File: src/hw/rtl/mf3_pkg.sv
// Shared constants and types of the 3x3 median filter.
package mf3_pkg;

    localparam int PIX_W          = 8;
    localparam int COORD_W        = 10;
    localparam int CFG_W          = 11;
    localparam int WIN_N          = 9;
    localparam int MEDIAN_IDX     = WIN_N / 2;
    localparam int MIN_WIDTH      = 3;
    localparam int LINE_WIDTH_RST = 640;
    localparam int DEF_MAX_WIDTH  = 1024;
    localparam int DEF_MAX_HEIGHT = 1024;

    // One pixel leaving the counter stage toward the line store.
    typedef struct packed {
        logic [PIX_W-1:0]   px;
        logic               emit;
        logic [COORD_W-1:0] row;
        logic [COORD_W-1:0] col;
    } t_pix;

    // One window travelling down the sort chain.
    typedef struct packed {
        logic [WIN_N-1:0][PIX_W-1:0] px;
        logic [COORD_W-1:0]          row;
        logic [COORD_W-1:0]          col;
    } t_win;

endpackage

File: src/hw/rtl/mf3_cell.sv
// One odd-even transposition step of the window sort chain.
module mf3_cell import mf3_pkg::*; #(
    parameter int PHASE = 0
) (
    input  logic i_clk,
    input  logic i_rst_n,
    input  logic i_valid,
    output logic o_ready,
    input  t_win i_data,
    output logic o_valid,
    input  logic i_ready,
    output t_win o_data
);

    logic r_valid;
    t_win r_data;
    t_win n_data;

    assign o_ready = !r_valid || i_ready;
    assign o_valid = r_valid;
    assign o_data  = r_data;

    // swap each out-of-order neighbor pair of this phase
    always_comb begin
        n_data = i_data;
        for (int k = PHASE; k + 1 < WIN_N; k += 2) begin
            if (i_data.px[k] > i_data.px[k+1]) begin
                n_data.px[k]   = i_data.px[k+1];
                n_data.px[k+1] = i_data.px[k];
            end
        end
    end

    always_ff @(posedge i_clk) begin
        if (o_ready) begin
            r_data <= n_data;
        end
    end

    always_ff @(posedge i_clk) begin
        if (!i_rst_n) begin
            r_valid <= 1'b0;
        end else if (o_ready) begin
            r_valid <= i_valid;
        end
    end

endmodule

File: config.mk
export PLATFORM = sky130hd
export DESIGN_NAME = mf3_cell
export DESIGN_NICKNAME = d
export VERILOG_FILES = /design/src/hw/rtl/mf3_pkg.sv /design/src/hw/rtl/mf3_cell.sv
export SDC_FILE = /design/constraint.sdc
export NUM_CORES = 1
export LEC_CHECK = 0
export BUFFER_PORTS_ARGS = -buffer_cell sky130_fd_sc_hd__buf_2
export CAP_MARGIN = 20
export CELL_PAD_IN_SITES_DETAIL_PLACEMENT = 0
export CELL_PAD_IN_SITES_GLOBAL_PLACEMENT = 2
export CORE_UTILIZATION = 35
export DETAILED_ROUTE_END_ITERATION = 10
export PLACE_DENSITY = 0.94
export REMOVE_ABC_BUFFERS = 1
export SLEW_MARGIN = 20
export SYNTH_ARGS = -nofsm -noshare
export SYNTH_HDL_FRONTEND = slang
export SYNTH_SLANG_ARGS = --single-unit
File: constraint.sdc
create_clock -name i_clk -period 6.6 [get_ports i_clk]
set_clock_uncertainty 0.15 [all_clocks]
set_input_delay 0.99 -clock i_clk [delete_from_list [all_inputs] [get_ports i_clk]]
set_output_delay 0.99 -clock i_clk [all_outputs]
set_load 0.005 [all_outputs]
After elaboration in Yosys (flattened, before gate mapping):

Index checks and enable logic that the tools add are counted.

* $lt $le $gt $ge: 4
* multiplexer cells: 4
* reduce and logical (&&, ||, !) cells: 2

Operators with widths (number)
* $mux 16: 4
* $gt 8x8->1: 4
* $logic_not 1->1: 1
* $logic_or 1x1->1: 1

* register bits: 93
* input port bits: 96
* output and inout bits: 94
* word-level logic and storage cells: 22

Logic depth before layout (Yosys ltp):

Gate-level depths: netlist (run 1).

* depth after elaboration: 2
* mapped depth: 8
* mapped depth without buffers: 7

Worst setup path before layout (run 1):

No wires, ideal clock.

* path kind: input to output
* start point: in i_ready
* end point: out o_ready
* arrival time: 3274 ps
* data required time: 5460 ps
* slack: 2186 ps
* stages: 1
* path buffers: 0
* cells stage by stage: nand2b_1

* cells in the longest elaborated chain, start to end: 1

Ends and longest elaborated chain
* start, declared: RTL line mf3_cell.sv:11 `input logic i_ready,`
* $logic_or 1x1->1: RTL line mf3_cell.sv:19 `assign o_ready = !r_valid || i_ready;`
* end, declared: RTL line mf3_cell.sv:8 `output logic o_ready,`

Every way passes these cells.

Final worst setup path (run 1):

Ends and elaborated chain as after synthesis.

==> results of run 1 <==
-- cells in the mapped netlist, drive strengths merged --
cell type   n
edfxtp     92
mux2       64
inv        33
ha         32
a21oi      16
nand4       8
buf         4
nand2       4
nor2b       4
o211ai      4
o21ai       4
o22ai       4
a21boi      1
dfxtp       1
nand2b      1
-- kinds of logic (layout without fill, tap and decap cells) --
family / after synthesis / after routing
AO/OA/AOI/OAI: 29 / 29
AND/OR/NAND/NOR: 17 / 17
adder cells (fa/ha/maj): 32 / 32
flip-flops: 93 / 93
multiplexers: 64 / 64
buffers and inverters: 37 / 239
-- per-stage QoR --
| stage | worst slack [ps] | std cells | total power [mW] | hold WS [ps] | util (%) |
|---|---|---|---|---|---|
| after floorplan | 2190 | 268 | 0.919 | 939 | - |
| after global placement | 3470 | 630 | 1.04 | 838 | 45.2 |
| after detailed placement | 3410 | 630 | 1.04 | 871 | 45.2 |
| after CTS | 3640 | 646 | 1.51 | 654 | 47.2 |
| after global routing | 3600 | 646 | 1.55 | 658 | 47.2 |
| final | 3690 | 646 | 1.48 | 673 | 47.2 |
-- layout make-up --
type                            instances  share of cell area [%]
Sequential cell                        93                    46.0
Multi-Input combinational cell        142                    28.5
Timing Repair Buffer                  190                    15.8
Clock buffer                           13                    3.97
Tap cell                              172                    3.56
Inverter                               33                    2.05
Clock inverter                          3                   0.207
-- state kept, by name, summed over array words and instances, names as in the netlist --
name	count
o_data	92
o_valid	1
-- metal layers --
metal	vias to the layer above	track usage, %	routed length [um]
li1	1431	-	-
met1	1381	16.2	3840
met2	117	25.0	4870
met3	12	4.46	770
met4	0	6.49	173
met5	-	0	0
-- critical path, stage by stage --
cell and delay, ps:
buf_2 80, nand2b_4 480, buf_2 220
-- cells in the final DEF, fill, tap and decap left out, types with 2 or more instances in the layout --
cell and n:
mux2_4 40, clkbuf_16 9, o21ai_2 3, mux2_2 24, buf_2 189, ha_1 32
nand4_1 4, o211ai_2 4, a21oi_2 4, nor2b_4 4, a21oi_1 12, nand4_2 2
nand2_1 4, clkbuf_1 4, clkinv_1 2, o22ai_4 4, inv_1 33, edfxtp_1 92
nand4_4 2
-- worst min-delay path by stage --
stage / startpoint / end / slack, ps / cells past startpoint
floorplan: i_data[0] / o_data[0] / 940 / 0
global placement: o_valid / o_data[15] / 840 / 1
detailed placement: o_valid / o_data[15] / 870 / 1
CTS: i_data[13] / o_data[13] / 650 / 1
global route: i_data[10] / o_data[10] / 660 / 1
finish: i_data[13] / o_data[13] / 670 / 1
-- power by group --
part	switching [mW]	leakage [nW]	internal, mW
clock network	0.202	0.123	0.253
logic	0.131	1.73	0.156
registers	0.0149	0.962	0.725
total	0.348	2.82	1.13
==> flow_metrics.env, run 1 <==
export IMPL_n_antenna_cell=0
export IMPL_required_ps=5460
export IMPL_ys_ff_latch=93
export IMPL_register_area_um2=2780
export IMPL_postSynthAreaPerCell_um2=17.3
export IMPL_crit_type="input port to output pin"
export IMPL_drive_gt1_share_pct=61.0
export IMPL_first_iter_violations=147
export IMPL_firstDrtPassIters=4
export IMPL_cp_start_kind="input port"
export IMPL_timing_rr_start="o_valid"
export IMPL_antenna_found_initial=0
export IMPL_drv_slew=0
export IMPL_synth_top_cell_area_share_pct=58.9
export IMPL_hold_path_class="input port to flip-flop"
export IMPL_cts_root_buf="clkbuf_16"
export IMPL_ys_seq_area_share_pct=59.3
export IMPL_grt_pass1_vias=3068
export IMPL_fin_crit_ps=2910
export IMPL_ant_nets=0
export IMPL_core_region_area_um2=12800
export IMPL_synthTopCellsByArea="edfxtp_1, mux2_4, ha_1"
export IMPL_synth_cell_types=21
export IMPL_cts_setup_buffers=0
export IMPL_ir_drop_mv=0.0999
export IMPL_dp_final_hpwl_mm=7.52
export IMPL_insertion_delay_ps=340
export IMPL_max_freq_mhz=343
export IMPL_cts_tree="done"
export IMPL_hold_buffers=0
export IMPL_powerDensity_nw_per_um2=245
export IMPL_yosysTopAreaCell="edfxtp_1"
export IMPL_die_area_um2=13900
export IMPL_ios=190
export IMPL_drc=0
export IMPL_num_rows=41
export IMPL_synth_fa_ha_area_share_pct=8.53
export IMPL_fillers=1175
export IMPL_numCtsBuffers=9
export IMPL_relSlewSlack_pct=53.7
export IMPL_cp_max_fo=40
export IMPL_setup_violations=0
export IMPL_viasPerCell=4.55
export IMPL_reg2reg_slack_ps=4600
export IMPL_cp_arrival_ps=1770
export IMPL_synth_simple_gate_area_share_pct=3.60
export IMPL_multiInputGateArea_um2=1720
export IMPL_clk_pin_slew_ps=60
export IMPL_globalplace_congestion=0.817
export IMPL_rsz0062_at_grt="no"
export IMPL_r2r_end="o_data[1]"
export IMPL_die_h_um=118
export IMPL_synth_top_family_by_area="multiplexers"
export IMPL_maxCapViolations=0
export IMPL_cp_end_kind="output pin"
export IMPL_initial_core_util_pct=36.6
export IMPL_status="finished clean"
export IMPL_worst_pin_slew_ps=695
export IMPL_muxShareOfSynthArea_pct=18.6
export IMPL_placed_area_um2=5800
export IMPL_synthCells=272
export IMPL_post_drt_wl_per_cell_um=14.9
export IMPL_cts_sinks=93
export IMPL_dr_total_vias=2941
export IMPL_syn_area_um2=4690
export IMPL_clock_path_buffers=2
export IMPL_area_growth_syn_to_layout_pct=29.0
export IMPL_post_route_cell_area_um2=6050
export IMPL_final_hold_violation_count=0
export IMPL_finalSetupTns_ps=0
export IMPL_grtUsageTotal_pct=14.4
export IMPL_synth_xor_area_share_pct=0
export IMPL_synth_compound_area_share_pct=5.87
export IMPL_grt_ovfl_total=0
export IMPL_cts_resized=0
export IMPL_setup_worst_path_start="i_ready"
export IMPL_nets=597
export IMPL_power_leakage_nw=2.82
export IMPL_portBuffers=189
export IMPL_grt_pass1_wl_mm=15.4
export IMPL_cts_htree_levels=3
export IMPL_yosysWarnings=0
export IMPL_die_w_um=118
export IMPL_critPathCapture="o_ready"
export IMPL_grt_max_degree=56
export IMPL_min_period_over_period_pct=44.1
export IMPL_wirelength_mm=9.65
export IMPL_worstRegToRegCells=2
Note: power is estimated with default switching activity, not from simulation.
==> inputs of run 2 (changes only) <==
CORE_UTILIZATION = 32   (was 35)
PLACE_DENSITY = 0.88   (was 0.94)
clock period = 2.9 ns   (was 6.6 ns; I/O delays follow)
==> flow_metrics.env, run 2 (synthesis gave the netlist of run 1 again) <==
export IMPL_grt_max_degree=46
export IMPL_status="finished clean"
export IMPL_grt_ovfl_total=0
export IMPL_fillers=1311
export IMPL_die_h_um=123
export IMPL_ios=190
export IMPL_relSlewSlack_pct=72.3
export IMPL_min_from="i_data[14]"
export IMPL_drv_slew=0
export IMPL_internal_power_mw=2.76
export IMPL_dr_total_vias=2945
export IMPL_area_growth_syn_to_layout_pct=31.7
export IMPL_final_hold_violation_count=0
export IMPL_portBuffers=189
export IMPL_grt_pass1_wl_mm=14.4
export IMPL_num_rows=43
export IMPL_globalplace_congestion=0.775
export IMPL_antenna_found_initial=0
export IMPL_initial_core_util_pct=33.3
export IMPL_min_period_over_period_pct=70.7
export IMPL_crit_type="input port to flip-flop"
export IMPL_hold_end="o_data[14]"
export IMPL_sw_frac_of_total_pct=23.0
export IMPL_cts_sinks=93
export IMPL_powerDensity_nw_per_um2=581
export IMPL_cp_end_kind="flip-flop"
export IMPL_viasPerCell=4.46
export IMPL_reg2reg_slack_ps=1340
export IMPL_whs_ps=116
export IMPL_register_area_um2=2780
export IMPL_hold_path_class="input port to flip-flop"
export IMPL_numCtsBuffers=9
export IMPL_timing_rr_start="o_valid"
export IMPL_fin_crit_ps=2050
export IMPL_ant_nets=0
export IMPL_core_region_area_um2=14100
export IMPL_finalSetupTns_ps=0
export IMPL_clk_pin_slew_ps=60
export IMPL_max_freq_mhz=488
export IMPL_dp_cells=645
export IMPL_drc=0
export IMPL_firstDrtPassIters=6
export IMPL_p_sw_uw=824
export IMPL_cts_resized=0
export IMPL_die_area_um2=15200
export IMPL_first_iter_violations=101
export IMPL_ir_drop_mv=0.240
export IMPL_r2r_end="o_data[50]"
export IMPL_cts_setup_buffers=0
export IMPL_dp_final_hpwl_mm=7.58
export IMPL_cts_tree="done"
export IMPL_insertion_delay_ps=340
export IMPL_post_drt_wl_per_cell_um=14.6
export IMPL_clock_path_buffers=2
export IMPL_worstRegToRegCells=2
export IMPL_rsz0062_at_grt="no"
export IMPL_grtUsageTotal_pct=12.9
export IMPL_cts_root_buf="clkbuf_16"
export IMPL_die_w_um=123
export IMPL_worst_pin_slew_ps=416
export IMPL_hold_buffers=0
export IMPL_maxCapViolations=0
export IMPL_cp_arrival_ps=1990
export IMPL_placed_area_um2=5870
export IMPL_holdPathStages=1
export IMPL_nets=604
export IMPL_instances_no_fill=661
export IMPL_cp_max_fo=16
export IMPL_cp_start_kind="input port"
export IMPL_wirelength_mm=9.67
export IMPL_power_leakage_nw=2.89
export IMPL_final_cell_mix="buf_2, edfxtp_1, mux2_4"
export IMPL_comb_power_share_pct=18.6
export IMPL_post_route_cell_area_um2=6180
export IMPL_grt_pass1_vias=2985
export IMPL_n_antenna_cell=0
export IMPL_p_total_mw=3.59
export IMPL_largest_reg_flops=92
export IMPL_pwr_share_seq_pct=47.0
export IMPL_final_common_cell="buf_2"
export IMPL_clock_power_share_pct=34.5
export IMPL_setup_violations=0
export IMPL_required_ps=2840
export IMPL_cts_htree_levels=3
export IMPL_multiInputGateArea_um2=1720
export IMPL_drive_gt1_share_pct=62.2
==> run 2: layer usage <==
metal  track usage, %  up-vias  routed length (um)
met1             14.3     1374                3910
met4             4.52        0                 121
li1                 -     1444                   -
met5                0        -                   0
met3             5.26       13                 922
met2             22.1      114                4720
==> run 2: critical path: stages <==
cell and delay (ps):
buf_2 110, inv_1 40, ha_1 300, a21oi_1 270, o21ai_4 90, o22ai_4 90
buf_4 290, mux2_2 360
==> run 2: area by class of cell <==
cell class | count | area share (%)
well taps | 180 | 3.64
clock buffers | 10 | 3.71
repair buffers | 197 | 16.5
multi-input cells | 142 | 27.9
inverters | 33 | 2.00
flip-flops and latches | 93 | 45.0
clock inverters | 6 | 1.26
==> run 2: how the worst max path moves through the flow <==
stage | from | end | cells past startpoint
final | i_data[81] | o_data[72] | 8
after global routing | i_data[77] | o_data[70] | 9
after CTS | i_data[81] | o_data[68] | 8
after detailed placement | i_data[77] | o_data[68] | 9
after global placement | i_data[61] | o_data[67] | 9
after floorplan | i_ready | o_valid | 2
==> run 2: power by group through the flow <==
stage / clock, mW / combinational (mW) / sequential, mW
global route: 1.33 / 0.732 / 1.70
CTS: 1.28 / 0.678 / 1.69
global placement: 0 / 0.663 / 1.71
finish: 1.24 / 0.666 / 1.69
floorplan: 0 / 0.351 / 1.74
detailed placement: 0 / 0.676 / 1.72
==> run 2: stage by stage <==
step,util (%),setup WS [ps]
after floorplan,-,-517
after global placement,41.7,530
after detailed placement,41.7,489
after CTS,43.8,848
after global routing,43.8,772
final,43.8,850
